<file path="src/hw/rtl/texture_mip_layout_offset_unit_macros.svh">
// Assertion helpers for the top-level RTL file.
`ifndef TEXTURE_MIP_LAYOUT_OFFSET_UNIT_MACROS_SVH
`define TEXTURE_MIP_LAYOUT_OFFSET_UNIT_MACROS_SVH

// Same-cycle implication.
`define TMLO_ASSERT_IMP(lbl, clk, rst_n, ante, cons) \
	lbl: assert property (@(posedge clk) disable iff (!rst_n) (ante) |-> (cons)) \
		else $error("tmlo: same-cycle check failed");

// Next-cycle implication.
`define TMLO_ASSERT_NXT(lbl, clk, rst_n, ante, cons) \
	lbl: assert property (@(posedge clk) disable iff (!rst_n) (ante) |=> (cons)) \
		else $error("tmlo: next-cycle check failed");

`endif

</file>
<file path="src/hw/rtl/tmlo_pkg.sv">
package tmlo_pkg;

	localparam int DIM_BITS_DEF = 16;
	localparam int CFG_DIM_W    = 16;
	localparam int BLK_W        = 5;
	localparam int MUL_A_W      = 48;
	localparam int MUL_B_W      = 16;
	localparam int PROD_W       = MUL_A_W + MUL_B_W;
	localparam int BYTE_W       = 64;
	localparam int MIP_W        = 6;
	localparam int LAYER_W      = 16;
	localparam int MAXMIP_W     = 5;
	localparam int IN_TDATA_W   = 24;
	localparam int OUT_TDATA_W  = 248;
	localparam int APB_AW       = 5;
	localparam int APB_DW       = 32;

	// register indexes (paddr[4:2])
	localparam logic [2:0] REG_BASE_WIDTH  = 3'd0;
	localparam logic [2:0] REG_BASE_HEIGHT = 3'd1;
	localparam logic [2:0] REG_BASE_DEPTH  = 3'd2;
	localparam logic [2:0] REG_LAYER_COUNT = 3'd3;
	localparam logic [2:0] REG_BLOCK_COMP  = 3'd4;
	localparam logic [2:0] REG_BLOCK_W     = 3'd5;
	localparam logic [2:0] REG_BLOCK_H     = 3'd6;
	localparam logic [2:0] REG_UNIT_BYTES  = 3'd7;

	typedef struct packed {
		logic [CFG_DIM_W-1:0] base_width;
		logic [CFG_DIM_W-1:0] base_height;
		logic [CFG_DIM_W-1:0] base_depth;
		logic [LAYER_W-1:0]   layer_count;
		logic                 block_compressed;
		logic [BLK_W-1:0]     block_width;
		logic [BLK_W-1:0]     block_height;
		logic [BLK_W-1:0]     unit_bytes;
	} cfg_t;

	typedef struct packed {
		logic [1:0]         pad;
		logic [LAYER_W-1:0] layer_index;
		logic [MIP_W-1:0]   mip_index;
	} in_t;

	typedef struct packed {
		logic [2:0]          pad;
		logic [MAXMIP_W-1:0] max_mips;
		logic [BYTE_W-1:0]   layer_offset;
		logic [BYTE_W-1:0]   mip_offset;
		logic [BYTE_W-1:0]   image_bytes;
		logic [15:0]         mip_depth;
		logic [15:0]         mip_height;
		logic [15:0]         mip_width;
	} out_t;

	typedef enum logic [4:0] {
		OP_NOP,
		OP_START,
		OP_LEVEL,
		OP_DIV_LD_X,
		OP_DIV_STEP,
		OP_DIV_LD_Y,
		OP_DIV_SV_Y,
		OP_MUL_XY,
		OP_MUL_D,
		OP_MUL_U,
		OP_ACC,
		OP_MUL_SLO,
		OP_MUL_SHI,
		OP_MUL_ILO,
		OP_MUL_IHI,
		OP_ADD_LHI,
		OP_ADD_MOFF,
		OP_LOAD_OUT
	} op_t;

	typedef struct packed {
		logic empty;
		logic compressed;
		logic at_mip;
		logic div_last;
	} stat_t;

endpackage

</file>
<file path="src/hw/rtl/tmlo_dpath.sv">
module tmlo_dpath #(
	parameter int DIM_BITS = tmlo_pkg::DIM_BITS_DEF
) (
	input  logic                             clk,
	input  tmlo_pkg::cfg_t                   cfg,
	input  tmlo_pkg::in_t                    in_data,
	input  tmlo_pkg::op_t                    op,
	output tmlo_pkg::stat_t                  stat,
	output logic [tmlo_pkg::OUT_TDATA_W-1:0] out_data
);
	import tmlo_pkg::*;

	localparam int DW    = (DIM_BITS < CFG_DIM_W) ? DIM_BITS : CFG_DIM_W;
	localparam int QW    = DW + 1;
	localparam int CNT_W = $clog2(QW + 1);

	logic [MIP_W-1:0]    mip_q, level_q;
	logic [LAYER_W-1:0]  layer_q;
	logic                empty_q;
	logic [MAXMIP_W-1:0] mm_q;
	logic [DW-1:0]       w_q, h_q, d_q, x_q, y_q;
	logic [QW-1:0]       div_q;
	logic [BLK_W-1:0]    rem_q, dvs_q;
	logic [CNT_W-1:0]    cnt_q;
	logic [PROD_W-1:0]   prod_q;
	logic [BYTE_W-1:0]   sum_q, img_q, moff_q, loff_q;
	out_t                out_q;

	logic [DW-1:0]       bw, bh, bd, sh_w, sh_h, sh_d, lvl_w, lvl_h, lvl_d, biggest;
	logic                cfg_empty;
	logic [MAXMIP_W-1:0] mm_d;
	logic [BLK_W-1:0]    dvs_x, dvs_y;
	logic [BLK_W:0]      trial;
	logic                fits;
	logic [MUL_A_W-1:0]  mul_a;
	logic [MUL_B_W-1:0]  mul_b;
	logic [PROD_W-1:0]   prod_d;
	out_t                res;

	assign bw = cfg.base_width[DW-1:0];
	assign bh = cfg.base_height[DW-1:0];
	assign bd = cfg.base_depth[DW-1:0];
	assign cfg_empty = (bw == '0) || (bh == '0) || (bd == '0);

	assign sh_w  = bw >> level_q;
	assign sh_h  = bh >> level_q;
	assign sh_d  = bd >> level_q;
	assign lvl_w = (sh_w == '0) ? DW'(1) : sh_w;
	assign lvl_h = (sh_h == '0) ? DW'(1) : sh_h;
	assign lvl_d = (sh_d == '0) ? DW'(1) : sh_d;

	always_comb begin
		biggest = bw;
		if (bh > biggest) biggest = bh;
		if (bd > biggest) biggest = bd;
		mm_d = '0;
		for (int i = 0; i < DW; i++) begin
			if (biggest[i]) mm_d = MAXMIP_W'(i + 1);
		end
	end

	// block size of zero counts as one
	assign dvs_x = (cfg.block_width == '0) ? BLK_W'(1) : cfg.block_width;
	assign dvs_y = (cfg.block_height == '0) ? BLK_W'(1) : cfg.block_height;

	// restoring divider, one quotient bit per cycle
	assign trial = {rem_q, div_q[QW-1]};
	assign fits  = trial >= {1'b0, dvs_q};

	always_comb begin
		mul_a = '0;
		mul_b = '0;
		unique case (op)
			OP_MUL_XY:  begin mul_a = MUL_A_W'(x_q);          mul_b = MUL_B_W'(y_q); end
			OP_MUL_D:   begin mul_a = prod_q[MUL_A_W-1:0];    mul_b = MUL_B_W'(d_q); end
			OP_MUL_U:   begin mul_a = prod_q[MUL_A_W-1:0];    mul_b = MUL_B_W'(cfg.unit_bytes); end
			OP_MUL_SLO: begin mul_a = MUL_A_W'(sum_q[31:0]);  mul_b = cfg.layer_count; end
			OP_MUL_SHI: begin mul_a = MUL_A_W'(sum_q[63:32]); mul_b = cfg.layer_count; end
			OP_MUL_ILO: begin mul_a = MUL_A_W'(img_q[31:0]);  mul_b = layer_q; end
			OP_MUL_IHI: begin mul_a = MUL_A_W'(img_q[63:32]); mul_b = layer_q; end
			default: begin end
		endcase
	end

	assign prod_d = mul_a * mul_b;

	always_comb begin
		res = '0;
		if (!empty_q) begin
			res.mip_width    = 16'(w_q);
			res.mip_height   = 16'(h_q);
			res.mip_depth    = 16'(d_q);
			res.image_bytes  = img_q;
			res.mip_offset   = moff_q;
			res.layer_offset = (mip_q == '0 && cfg.layer_count == '0) ? '0 : loff_q;
			res.max_mips     = mm_q;
		end
	end

	always_ff @(posedge clk) begin
		unique case (op)
			OP_START: begin
				mip_q   <= in_data.mip_index;
				layer_q <= in_data.layer_index;
				level_q <= '0;
				sum_q   <= '0;
				empty_q <= cfg_empty;
				mm_q    <= mm_d;
			end
			OP_LEVEL: begin
				w_q <= lvl_w;
				h_q <= lvl_h;
				d_q <= lvl_d;
				x_q <= lvl_w;
				y_q <= lvl_h;
			end
			OP_DIV_LD_X: begin
				div_q <= QW'(w_q) + QW'(dvs_x) - QW'(1);
				dvs_q <= dvs_x;
				rem_q <= '0;
				cnt_q <= CNT_W'(QW);
			end
			OP_DIV_STEP: begin
				rem_q <= fits ? BLK_W'(trial - {1'b0, dvs_q}) : trial[BLK_W-1:0];
				div_q <= {div_q[QW-2:0], fits};
				cnt_q <= cnt_q - CNT_W'(1);
			end
			OP_DIV_LD_Y: begin
				x_q   <= div_q[DW-1:0];
				div_q <= QW'(h_q) + QW'(dvs_y) - QW'(1);
				dvs_q <= dvs_y;
				rem_q <= '0;
				cnt_q <= CNT_W'(QW);
			end
			OP_DIV_SV_Y: y_q <= div_q[DW-1:0];
			OP_MUL_XY, OP_MUL_D, OP_MUL_U, OP_MUL_SLO: prod_q <= prod_d;
			OP_ACC: begin
				if (level_q == mip_q) begin
					img_q <= prod_q;
				end else begin
					sum_q   <= sum_q + prod_q;
					level_q <= level_q + MIP_W'(1);
				end
			end
			OP_MUL_SHI: begin
				moff_q <= prod_q;
				prod_q <= prod_d;
			end
			OP_MUL_ILO: begin
				moff_q <= moff_q + {prod_q[31:0], 32'h0};
				prod_q <= prod_d;
			end
			OP_MUL_IHI: begin
				loff_q <= prod_q;
				prod_q <= prod_d;
			end
			OP_ADD_LHI:  loff_q <= loff_q + {prod_q[31:0], 32'h0};
			OP_ADD_MOFF: loff_q <= loff_q + moff_q;
			OP_LOAD_OUT: out_q  <= res;
			default: begin end
		endcase
	end

	assign stat.empty      = cfg_empty;
	assign stat.compressed = cfg.block_compressed;
	assign stat.at_mip     = (level_q == mip_q);
	assign stat.div_last   = (cnt_q == CNT_W'(1));
	assign out_data        = out_q;

endmodule

</file>
<file path="src/hw/rtl/tmlo_ctrl.sv">
module tmlo_ctrl (
	input  logic            clk,
	input  logic            arst_n,
	input  logic            in_valid,
	output logic            in_ready,
	output logic            out_valid,
	input  logic            out_ready,
	input  tmlo_pkg::stat_t stat,
	output tmlo_pkg::op_t   op
);
	import tmlo_pkg::*;

	typedef enum logic [17:0] {
		S_IDLE    = 18'h00001,
		S_LEVEL   = 18'h00002,
		S_DIVX_LD = 18'h00004,
		S_DIVX    = 18'h00008,
		S_DIVY_LD = 18'h00010,
		S_DIVY    = 18'h00020,
		S_DIVY_SV = 18'h00040,
		S_MXY     = 18'h00080,
		S_MD      = 18'h00100,
		S_MU      = 18'h00200,
		S_ACC     = 18'h00400,
		S_MSLO    = 18'h00800,
		S_MSHI    = 18'h01000,
		S_MILO    = 18'h02000,
		S_MIHI    = 18'h04000,
		S_LHI     = 18'h08000,
		S_FIN     = 18'h10000,
		S_DONE    = 18'h20000
	} state_t;

	state_t state_q, state_d;
	logic   out_valid_q;
	logic   out_free;

	assign out_free = !out_valid_q || out_ready;

	always_comb begin
		state_d = state_q;
		op      = OP_NOP;
		unique case (state_q)
			S_IDLE: begin
				if (in_valid) begin
					op      = OP_START;
					state_d = stat.empty ? S_DONE : S_LEVEL;
				end
			end
			S_LEVEL: begin
				op      = OP_LEVEL;
				state_d = stat.compressed ? S_DIVX_LD : S_MXY;
			end
			S_DIVX_LD: begin
				op      = OP_DIV_LD_X;
				state_d = S_DIVX;
			end
			S_DIVX: begin
				op = OP_DIV_STEP;
				if (stat.div_last) state_d = S_DIVY_LD;
			end
			S_DIVY_LD: begin
				op      = OP_DIV_LD_Y;
				state_d = S_DIVY;
			end
			S_DIVY: begin
				op = OP_DIV_STEP;
				if (stat.div_last) state_d = S_DIVY_SV;
			end
			S_DIVY_SV: begin
				op      = OP_DIV_SV_Y;
				state_d = S_MXY;
			end
			S_MXY: begin
				op      = OP_MUL_XY;
				state_d = S_MD;
			end
			S_MD: begin
				op      = OP_MUL_D;
				state_d = S_MU;
			end
			S_MU: begin
				op      = OP_MUL_U;
				state_d = S_ACC;
			end
			S_ACC: begin
				op      = OP_ACC;
				state_d = stat.at_mip ? S_MSLO : S_LEVEL;
			end
			S_MSLO: begin
				op      = OP_MUL_SLO;
				state_d = S_MSHI;
			end
			S_MSHI: begin
				op      = OP_MUL_SHI;
				state_d = S_MILO;
			end
			S_MILO: begin
				op      = OP_MUL_ILO;
				state_d = S_MIHI;
			end
			S_MIHI: begin
				op      = OP_MUL_IHI;
				state_d = S_LHI;
			end
			S_LHI: begin
				op      = OP_ADD_LHI;
				state_d = S_FIN;
			end
			S_FIN: begin
				op      = OP_ADD_MOFF;
				state_d = S_DONE;
			end
			S_DONE: begin
				if (out_free) begin
					op      = OP_LOAD_OUT;
					state_d = S_IDLE;
				end
			end
			default: state_d = S_IDLE;
		endcase
	end

	always_ff @(posedge clk or negedge arst_n) begin
		if (!arst_n) begin
			state_q     <= S_IDLE;
			out_valid_q <= 1'b0;
		end else begin
			state_q <= state_d;
			if (op == OP_LOAD_OUT) out_valid_q <= 1'b1;
			else if (out_ready)    out_valid_q <= 1'b0;
		end
	end

	assign in_ready  = (state_q == S_IDLE);
	assign out_valid = out_valid_q;

endmodule

</file>
<file path="src/hw/rtl/texture_mip_layout_offset_unit.sv">
// Texture mip chain layout unit.
// Set the level-zero size, layer count and format over the APB port, then
// send queries on the s_axis stream (mip level and array layer). Each query
// returns one result on m_axis: the mip's size, one layer's byte size, the
// byte offset of the mip, the byte offset of the layer and the mip count.
// One query is worked at a time. Every level up to the requested one is
// sized in turn on a single shared 48x16 multiplier; block formats also run
// two bit-serial divides of min(DIM_BITS,16)+1 steps (17 by default) per level.
// A texture with an empty dimension skips every level and answers with zeros.
// The next query is taken as soon as a result sits in the output register;
// while the receiver stalls, a finished result waits in the datapath and
// no further query is accepted. Reset sets the registers to their defaults
// (1x1x1, one layer, 4 bytes per pixel) and empties both channels.
`include "texture_mip_layout_offset_unit_macros.svh"

module texture_mip_layout_offset_unit #(
	parameter int DIM_BITS = tmlo_pkg::DIM_BITS_DEF
) (
	input  logic                             clk,
	input  logic                             arst_n,
	input  logic                             psel,
	input  logic                             penable,
	input  logic                             pwrite,
	input  logic [tmlo_pkg::APB_AW-1:0]      paddr,
	input  logic [tmlo_pkg::APB_DW-1:0]      pwdata,
	output logic [tmlo_pkg::APB_DW-1:0]      prdata,
	output logic                             pready,
	input  logic                             s_axis_tvalid,
	output logic                             s_axis_tready,
	// [5:0] mip_index, [21:6] layer_index, [23:22] zero
	input  logic [tmlo_pkg::IN_TDATA_W-1:0]  s_axis_tdata,
	output logic                             m_axis_tvalid,
	input  logic                             m_axis_tready,
	// [15:0] mip_width, [31:16] mip_height, [47:32] mip_depth,
	// [111:48] image_bytes, [175:112] mip_offset, [239:176] layer_offset,
	// [244:240] max_mips, [247:245] zero
	output logic [tmlo_pkg::OUT_TDATA_W-1:0] m_axis_tdata
);
	import tmlo_pkg::*;

	localparam int DW = (DIM_BITS < CFG_DIM_W) ? DIM_BITS : CFG_DIM_W;

	logic [DW-1:0]      base_width_q, base_height_q, base_depth_q;
	logic [LAYER_W-1:0] layer_count_q;
	logic               block_comp_q;
	logic [BLK_W-1:0]   block_w_q, block_h_q, unit_bytes_q;
	logic               wr_en;
	logic [2:0]         reg_sel;
	cfg_t               cfg;
	op_t                op;
	stat_t              stat;
	out_t               out_view;
	logic               dims_nonzero;

	assign pready  = 1'b1;
	assign reg_sel = paddr[4:2];
	assign wr_en   = psel && penable && pwrite && pready;

	always_ff @(posedge clk or negedge arst_n) begin
		if (!arst_n) begin
			base_width_q  <= DW'(1);
			base_height_q <= DW'(1);
			base_depth_q  <= DW'(1);
			layer_count_q <= LAYER_W'(1);
			block_comp_q  <= 1'b0;
			block_w_q     <= BLK_W'(4);
			block_h_q     <= BLK_W'(4);
			unit_bytes_q  <= BLK_W'(4);
		end else if (wr_en) begin
			unique case (reg_sel)
				REG_BASE_WIDTH:  base_width_q  <= pwdata[DW-1:0];
				REG_BASE_HEIGHT: base_height_q <= pwdata[DW-1:0];
				REG_BASE_DEPTH:  base_depth_q  <= pwdata[DW-1:0];
				REG_LAYER_COUNT: layer_count_q <= pwdata[LAYER_W-1:0];
				REG_BLOCK_COMP:  block_comp_q  <= pwdata[0];
				REG_BLOCK_W:     block_w_q     <= pwdata[BLK_W-1:0];
				REG_BLOCK_H:     block_h_q     <= pwdata[BLK_W-1:0];
				REG_UNIT_BYTES:  unit_bytes_q  <= pwdata[BLK_W-1:0];
				default: begin end
			endcase
		end
	end

	always_comb begin
		unique case (reg_sel)
			REG_BASE_WIDTH:  prdata = APB_DW'(base_width_q);
			REG_BASE_HEIGHT: prdata = APB_DW'(base_height_q);
			REG_BASE_DEPTH:  prdata = APB_DW'(base_depth_q);
			REG_LAYER_COUNT: prdata = APB_DW'(layer_count_q);
			REG_BLOCK_COMP:  prdata = APB_DW'(block_comp_q);
			REG_BLOCK_W:     prdata = APB_DW'(block_w_q);
			REG_BLOCK_H:     prdata = APB_DW'(block_h_q);
			REG_UNIT_BYTES:  prdata = APB_DW'(unit_bytes_q);
			default:         prdata = '0;
		endcase
	end

	assign cfg.base_width       = CFG_DIM_W'(base_width_q);
	assign cfg.base_height      = CFG_DIM_W'(base_height_q);
	assign cfg.base_depth       = CFG_DIM_W'(base_depth_q);
	assign cfg.layer_count      = layer_count_q;
	assign cfg.block_compressed = block_comp_q;
	assign cfg.block_width      = block_w_q;
	assign cfg.block_height     = block_h_q;
	assign cfg.unit_bytes       = unit_bytes_q;

	tmlo_ctrl u_ctrl (
		.clk       (clk),
		.arst_n    (arst_n),
		.in_valid  (s_axis_tvalid),
		.in_ready  (s_axis_tready),
		.out_valid (m_axis_tvalid),
		.out_ready (m_axis_tready),
		.stat      (stat),
		.op        (op)
	);

	tmlo_dpath #(
		.DIM_BITS (DIM_BITS)
	) u_dpath (
		.clk      (clk),
		.cfg      (cfg),
		.in_data  (s_axis_tdata),
		.op       (op),
		.stat     (stat),
		.out_data (m_axis_tdata)
	);

	assign out_view     = m_axis_tdata;
	assign dims_nonzero = out_view.mip_width != '0 && out_view.mip_height != '0 &&
		out_view.mip_depth != '0;

	// an empty texture answers with all zeros
	`TMLO_ASSERT_IMP(a_empty_zero, clk, arst_n, m_axis_tvalid && stat.empty, m_axis_tdata == '0)
	// a real texture never reports a zero-sized mip
	`TMLO_ASSERT_IMP(a_dims_nonzero, clk, arst_n, m_axis_tvalid && !stat.empty, dims_nonzero)
	// one request at a time: taking a request leaves idle
	`TMLO_ASSERT_NXT(a_busy_after_req, clk, arst_n, s_axis_tvalid && s_axis_tready, !s_axis_tready)

endmodule

</file>
<file path="config.mk">
export PLATFORM = sky130hd
export DESIGN_NAME = texture_mip_layout_offset_unit
export DESIGN_NICKNAME = d
export VERILOG_FILES = /design/src/hw/rtl/tmlo_pkg.sv /design/src/hw/rtl/tmlo_dpath.sv /design/src/hw/rtl/tmlo_ctrl.sv /design/src/hw/rtl/texture_mip_layout_offset_unit.sv
export VERILOG_INCLUDE_DIRS = /design/src /design/src/hw/rtl
export SDC_FILE = /design/constraint.sdc
export NUM_CORES = 2
export LEC_CHECK = 0
export ABC_CLOCK_PERIOD_IN_PS = 32500
export BUFFER_PORTS_ARGS = -buffer_cell sky130_fd_sc_hd__buf_2
export CORE_UTILIZATION = 55
export CTS_CLUSTER_SIZE = 40
export DETAILED_ROUTE_END_ITERATION = 12
export PLACE_DENSITY = 0.73
export SLEW_MARGIN = 40
export SYNTH_ARGS = -nofsm -noshare
export SYNTH_HDL_FRONTEND = slang
export SYNTH_SLANG_ARGS = --single-unit
</file>
<file path="constraint.sdc">
create_clock -name clk -period 32.5 [get_ports clk]
set_input_delay 3.25 -clock clk [delete_from_list [all_inputs] [get_ports clk]]
set_output_delay 3.25 -clock clk [all_outputs]
set_load 0.01 [all_outputs]
</file>
# After elaboration in Yosys (flattened, before gate mapping)
# Cells that the tools add are included.
dict set report totals {
  register_bits 810
  wordCells 198
  input_bits 68
  out_inout_bits 283
}
dict set report classes {
  add_sub_neg 11
  shifts 3
  muxes 50
  eq_ne 49
  order_cmp 3
  n_mul 1
  n_reduce_logical 45
}
# cell n
set ops {}
lappend ops {{case mux 18 bit (18 select lines)} 1}
lappend ops {{case mux 48 bit (6 select lines)} 1}
lappend ops {{adder 64 bit} 4}
lappend ops {{case mux 32 bit (8 select lines)} 1}
lappend ops {{case mux 64 bit (2 select lines)} 2}
lappend ops {{case mux 64 bit (3 select lines)} 1}
lappend ops {{zero test 16 bit} 7}
lappend ops {{2-to-1 mux 18 bit} 5}
lappend ops {{case mux 5 bit (17 select lines)} 1}
lappend ops {{case mux 16 bit (5 select lines)} 1}
lappend ops {{multiplier 48 x 16 -> 64 bit} 1}
lappend ops {{2-to-1 mux 16 bit} 4}
lappend ops {{2-to-1 mux 64 bit} 1}
lappend ops {{case mux 16 bit (2 select lines)} 2}
lappend ops {{case mux 17 bit (3 select lines)} 1}
lappend ops {{right shift 16 x 6 -> 16 bit} 3}
lappend ops {{equality test 5 x 4 -> 1 bit, second input constant} 8}
lappend ops {{adder 16 x 5 -> 17 bit} 2}
lappend ops {{subtractor 17 x 1 -> 17 bit, second input constant} 2}
lappend ops {{greater-than comparator 16 bit} 2}
lappend ops {{2-to-1 mux 4 bit} 8}
lappend ops {{case mux 5 bit (2 select lines)} 3}
lappend ops {{equality test 5 x 3 -> 1 bit, second input constant} 4}
lappend ops {{2-to-1 mux 5 bit} 4}
lappend ops {{other kinds (50)} 93}

# Depth between registers and ports, before layout
dict set report logic_depth {
  ltp_word 19
  mapped_depth 38
  mapped_depth_nobuf 32
}

# Modules after synthesis
# From an unflattened synthesis, not the netlist that was laid out.
dict set report unflattened {
  hier_cells 7313
  hier_area_um2 71478.6
}
# module cells_each area_per_inst_um2 seq_area_each_um2 n_inst
set by_module_without_submodules {}
lappend by_module_without_submodules {tmlo_dpath 6896 66301.1 21350.5 1}
lappend by_module_without_submodules {texture_mip_layout_offset_unit 279 3901.2 2010.7 1}
lappend by_module_without_submodules {tmlo_ctrl 138 1276.2 476.7 1}

# Least setup slack after synthesis
# Ideal clock, no wire load.
dict set report synth_path {
  kind {input port to flip-flop}
  from {input m_axis_tready}
  to {register u_dpath.out_q (netlist bit u_dpath.out_data[0]) (enable)}
  setup_time_ns 0.881
  stages 2
  required_time_ns 31.619
  slack_ns 17.503
  n_path_buf 0
  arrival_ns 14.116
  path_cell_list {nand2b_1 nor2b_1}
}
dict set report synth_between {
  elab_chain_cells 4
}
# element line_no
set synth_lines {}
lappend synth_lines {{start, declared} texture_mip_layout_offset_unit.sv:33} ;# input logic m_axis_tready,
lappend synth_lines {{logical OR 1 bit} tmlo_ctrl.sv:38} ;# assign out_free = !out_valid_q || out_ready;
lappend synth_lines {{2-to-1 mux 5 bit} tmlo_ctrl.sv:115} ;# if (out_free) begin
lappend synth_lines {{case mux 5 bit (17 select lines)} tmlo_ctrl.sv:43} ;# unique case (state_q)
lappend synth_lines {{equality test 5 bit} tmlo_dpath.sv:101} ;# unique case (op)
lappend synth_lines {{end signal, assigned} tmlo_dpath.sv:159} ;# OP_LOAD_OUT: out_q <= res;
lappend synth_lines {{end, declared} tmlo_dpath.sv:27} ;# out_t out_q;
# No other way between the ends.
# A chain may end at the register's enable or synchronous reset.

# Final worst setup path
dict set report layout_path {
  from {register u_ctrl.state_q[6]}
  to {register u_dpath.prod_q[49], data pin}
}
dict set report layout_between {
  elab_chain_cells 7
  elab_cells_between_ends 33
  cone_classes {mul: 1; eq/ne: 25; mux: 3; reduce/logical: 4}
}
# element line_no
set layout_lines {}
lappend layout_lines {{start, declared} tmlo_ctrl.sv:34} ;# state_t state_q, state_d;
lappend layout_lines {{start signal, assigned} tmlo_ctrl.sv:129} ;# state_q <= state_d;
lappend layout_lines {{equality test 18 x 4 -> 1 bit / equality test 18 x 6 -> 1 bit (equally long branches)} tmlo_ctrl.sv:43}
lappend layout_lines {{OR reduction 2 bit (no source line)} --}
lappend layout_lines {{case mux 5 bit (17 select lines) (*)} tmlo_ctrl.sv:43}
lappend layout_lines {{equality test 5 x 4 -> 1 bit} tmlo_dpath.sv:73} ;# unique case (op)
lappend layout_lines {{OR reduction 2 bit (no source line)} --}
lappend layout_lines {{case mux 48 bit (6 select lines) / case mux 16 bit (5 select lines) (equally long branches)} tmlo_dpath.sv:73}
lappend layout_lines {{multiplier 48 x 16 -> 64 bit (*)} tmlo_dpath.sv:85} ;# assign prod_d = mul_a * mul_b;
lappend layout_lines {{via u_dpath.prod_d[49]} tmlo_dpath.sv:37} ;# logic [PROD_W-1:0] prod_d;
lappend layout_lines {{end signal, assigned} tmlo_dpath.sv:136} ;# OP_MUL_XY, OP_MUL_D, OP_MUL_U, OP_MUL_SLO: prod_q <= prod_d;
lappend layout_lines {{end signal, assigned} tmlo_dpath.sv:147} ;# prod_q <= prod_d;
lappend layout_lines {{end signal, assigned} tmlo_dpath.sv:151} ;# prod_q <= prod_d;
lappend layout_lines {{end, declared} tmlo_dpath.sv:25} ;# logic [PROD_W-1:0] prod_q;
# The timed path passes the listed nets; every way through them passes the cells marked *.

==> results.md <==
- Of the total power, registers draw 40.5%.
- The Yosys warning count is 0.
- After routing, the total negative slack on setup checks comes to 0 ns.
- The synthesized design contains 711 enable-type register cells.
- The total overflow left after global routing is 0.
- The H-tree was split into 3 levels.
- The number of sinks handled by clock tree synthesis is 810.
- The class of the tightest hold or removal check is register to register.
- The floorplan has 131 rows.
- The transition time at the pin with the least slew margin is 1.03 ns.
- The highest cell delay on the worst timing path is 0.71 ns.
- The analysis attributes to cell leakage a power of 32.9 nW.
- The power per cell area is 44.2 nW/um^2.
- The number of hold-slack violations in the final timing report came to 0.
- The clock tree skew after final layout is 0.0410 ns.
- The via count of the first global-routing pass came to 55.9k.
- The met1 track utilization from global routing is 46.8%.
- The minimum clock period is 11.73 ns.
- The adder-cell share of the synthesized area is 25.3%.
- The buffer levels on the longest clock path is 3.
- The final max-slew violation count is 0.
- From synthesis to final layout, the design area changed by 8.36%.
- The weighted congestion reported at the end of routability-driven placement is 1.02.
- The clock network fraction of design power is 30.9%.
- The first-pass GRT wire length is 344 mm.
- In the global route stage, met2 resource usage came out at 54.0%.
- Net switching is 35.0% of the power.
- sky130_fd_sc_hd__nand2_1 is the most common cell in the netlist.
- Data on the critical path arrives at its endpoint at 12.19 ns.
- The antenna violation net count after detailed routing is 0.
- The part of the power in combinational logic is 28.7%.
- The core occupancy in the finished layout is 60.4%.
- The post-synthesis simple-gate area fraction is 15.7%.
- Among all flip-flop cells after synthesis, the most frequent one is sky130_fd_sc_hd__edfxtp_1.
- The fraction of layout cells with a size suffix above 1 is 10.4%.
- The sequential cells in the finished layout cover a total of 23800 sq um.
- The die is 362 microns tall.
- The share of synthesized area spent on multiplexers is 3.20%.
- The internal cell power is 0.00222 W.
- Along the worst path, the maximum fanout reaches 45.
- The number of port buffers is 310.
- STA puts the critical path data required time at 32.96 ns.
- The final layout contains routed wiring with a total length of 230 mm.
- The wire length per cell is 24.9 microns.
- The worst relative slew slack is 31.6%.
- Derived from the worst setup path, the maximum achievable clock frequency is 85.3 MHz.
- The synthesized netlist contains 107 unique library cells.
- The synthesized design devotes to its leading area cell type 29.9% of total area.
- The worst hold path cell count is 1.
- Among all stages on the critical path, the largest delay is contributed by sky130_fd_sc_hd__or2_1.
- The largest family of logic cells by synthesized area is adder cells.
- The worst hold slack after final layout is 0.526 ns.
- The clock tree from TritonCTS is done.
- In this run the horizontal extent of the chip is 362 microns.
- The fraction of met3 tracks used by global routing is 7.51%.
- The ratio of final minimum period to clock period is 36.1%.
- After clock tree synthesis, the clock-pin slew on the worst setup and hold paths is 0.06 ns.
- Detailed routing inserted a total of 56.8k vias.
- Gates resized during post-CTS repair numbered 0.
- The cts-stage hold buffer count is 0.
- Counting the fill cells in the layout gives 10.8k.
- The worst-case reg-to-reg path depth is 30.
- The global routing stage identified its most utilized layer as met2.
- Dividing the detail-routed via count by the number of cells gives 6.14.
- The cell area that synthesis handed to floorplanning was 71400 sq um.
- Setup slack on the critical path of the routed design comes to 20.77 ns.
- Setup repair after global routing left no endpoint under its margin.
- Counting instances in the post-synthesis netlist gives the leading cell types as sky130_fd_sc_hd__nand2_1, sky130_fd_sc_hd__inv_1, sky130_fd_sc_hd__edfxtp_1.
- The die covers 131000 sq um.
- The critical path endpoint category is a register.
- The number of antenna violations at the first check in global routing came to 7.
- Setup violations remaining at the end of the flow were counted as 0.
- For this block, the initial DRC count from the detailed router was 6317.
- The source-to-sink clock delay at the later pin of the worst-skew pair is 0.73 ns.
- The register bit count reported by yosys is 810.
- The area of the multi-input gates is 42600 sq um.
- The starting density of the core is 55.7%.
- Synthesis produced 7287 cells.
- Counting the buffers created by CTS gives 91.
- The total global-route track usage is 35.0%.
- The cell that appears most often on the critical path is sky130_fd_sc_hd__fa_1.
- For this design the total switching power over the nets is 0.00120 W.
- The post-synthesis xor/xnor area fraction is 3.07%.
- The run finished with clean final reports.
- The largest area contributor in the netlist is sky130_fd_sc_hd__edfxtp_1.
- Max-cap violations in this run came to 0.
- Summed over all nets, the half-perimeter wirelength after detailed placement is 175 mm.
- The cell sitting at the root of the clock tree is a sky130_fd_sc_hd__clkbuf_16.
- Sequential elements use 33.4% of the synthesized area.
- Pin placement for this block handled 351 I/O pins.
- The average footprint of a synthesized cell is 9.80 sq um.
- Entering global routing, the biggest net connects 182 pins.
- In this run the post-CTS setup repair buffer count came out at 0.
- The worst setup path is launched from a register.
- The iteration count of the initial detailed-routing pass is 5.
- The final net count is 8570.
- The area fraction in compound gates after synthesis is 12.1%.
- The class of the most critical setup path is register to register.
- In the post-synthesis netlist, the biggest area contributors are sky130_fd_sc_hd__edfxtp_1, sky130_fd_sc_hd__fa_1, sky130_fd_sc_hd__ha_1.
- Counting flops with an async set or reset pin after synthesis yields a share of 12.2%.
- For this run, design rule violations remaining after detail routing come to 0.
- VDD sags by at most 55.2 uV.
- The floorplan step defined a core boundary enclosing 128000 sq um.
- The pre-CTS worst setup slack is 21.04 ns.
registers in the layout, summed over array words and instances (netlist names), 6 cells and up:
name              flops
base_depth_q         16
base_height_q        16
base_width_q         16
layer_count_q        16
u_ctrl.state_q       18
u_dpath.d_q          16
u_dpath.div_q        17
u_dpath.h_q          16
u_dpath.img_q        64
u_dpath.layer_q      16
u_dpath.level_q       6
u_dpath.loff_q       64
u_dpath.mip_q         6
u_dpath.moff_q       64
u_dpath.out_data    245
u_dpath.prod_q       64
u_dpath.sum_q        64
u_dpath.w_q          16
u_dpath.x_q          16
u_dpath.y_q          16
worst max-delay path: cells and delay by family, from the launching register on:
family          cells  cell delay, ns
buf+inv             5            1.20
compound gates      5            1.96
fa+ha+maj           7            3.48
simple gates       12            3.84
flops               1            0.50
xor+xnor            1            0.39
power by group through the flow:
stage	registers (W)	clock network (W)	logic [W]
2_1_floorplan	0.00133	0	0.000714
3_3_place_gp	0.00140	0	0.000929
3_5_place_dp	0.00140	0	0.000951
4_1_cts	0.00138	0.00107	0.000957
5_1_grt	0.00139	0.00110	0.00107
6_report	0.00138	0.00106	0.000980
layer usage:
layer / part of all wire [%] / wire [microns]
met3: 10 / 23600
met5: 0.045 / 103
met4: 5.7 / 13200
met1: 39 / 90800
met2: 45 / 103000
layout make-up:
cell class                      instances  share of cell area, %
Antenna cell                            3                0.00970
Clock inverter                         57                  0.746
Sequential cell                       810                   30.8
Clock buffer                          112                   3.14
Inverter                              886                   4.30
Multi-Input combinational cell       5244                   55.1
Timing Repair Buffer                  416                   3.13
Tap cell                             1729                   2.80
through the flow:
| stage | power (W) | area [sq um] | instances |
|---|---|---|---|
| detailed placement | 0.00235 | 74300 | 9084 |
| CTS | 0.00340 | 77300 | 9253 |
| finish | 0.00342 | 77400 | 9257 |
| floorplan | 0.00204 | 71500 | 7305 |
| global placement | 0.00232 | 74200 | 9078 |
| global route | 0.00356 | 77400 | 9254 |
cell families after synthesis:
group,after synthesis
flops,810
simple gates,2401
other cells,2
mux,184
buf+inv,1251
compound gates,1336
xor+xnor,250
fa+ha+maj,1053
cells in the final DEF (no fill, tap or decap), types with 36 or more instances in the layout:
cell type,instances
sky130_fd_sc_hd__a211oi_1,50
sky130_fd_sc_hd__a21o_1,130
sky130_fd_sc_hd__a21oi_1,357
sky130_fd_sc_hd__a22oi_1,66
sky130_fd_sc_hd__a31oi_1,36
sky130_fd_sc_hd__and2_1,184
sky130_fd_sc_hd__buf_2,313
sky130_fd_sc_hd__buf_4,93
sky130_fd_sc_hd__clkbuf_16,92
sky130_fd_sc_hd__dfrtp_1,91
sky130_fd_sc_hd__edfxtp_1,711
sky130_fd_sc_hd__fa_1,649
sky130_fd_sc_hd__ha_1,404
sky130_fd_sc_hd__inv_1,884
sky130_fd_sc_hd__mux2_2,95
sky130_fd_sc_hd__mux2i_1,62
sky130_fd_sc_hd__nand2_1,952
sky130_fd_sc_hd__nand2b_1,51
sky130_fd_sc_hd__nand3_1,105
sky130_fd_sc_hd__nand4_1,55
sky130_fd_sc_hd__nor2_1,557
sky130_fd_sc_hd__nor2b_1,192
sky130_fd_sc_hd__nor3_1,95
sky130_fd_sc_hd__o21ai_0,313
sky130_fd_sc_hd__o21bai_1,49
sky130_fd_sc_hd__xnor2_1,156
sky130_fd_sc_hd__xor2_1,94
final timing paths:
path                                        start                     to  slack, ns
worst min register to register    u_dpath.mm_q[0]  u_dpath.out_data[240]       0.53
worst max register to register  u_ctrl.state_q[6]     u_dpath.prod_q[49]      20.77
worst max-delay path            u_ctrl.state_q[6]     u_dpath.prod_q[49]      20.77
min in group asynchronous                  arst_n       base_depth_q[10]       2.51
max in group asynchronous                  arst_n     u_ctrl.state_q[13]      28.98
worst min-delay path              u_dpath.mm_q[0]  u_dpath.out_data[240]       0.53
Note: power is estimated with default switching activity, not from simulation.
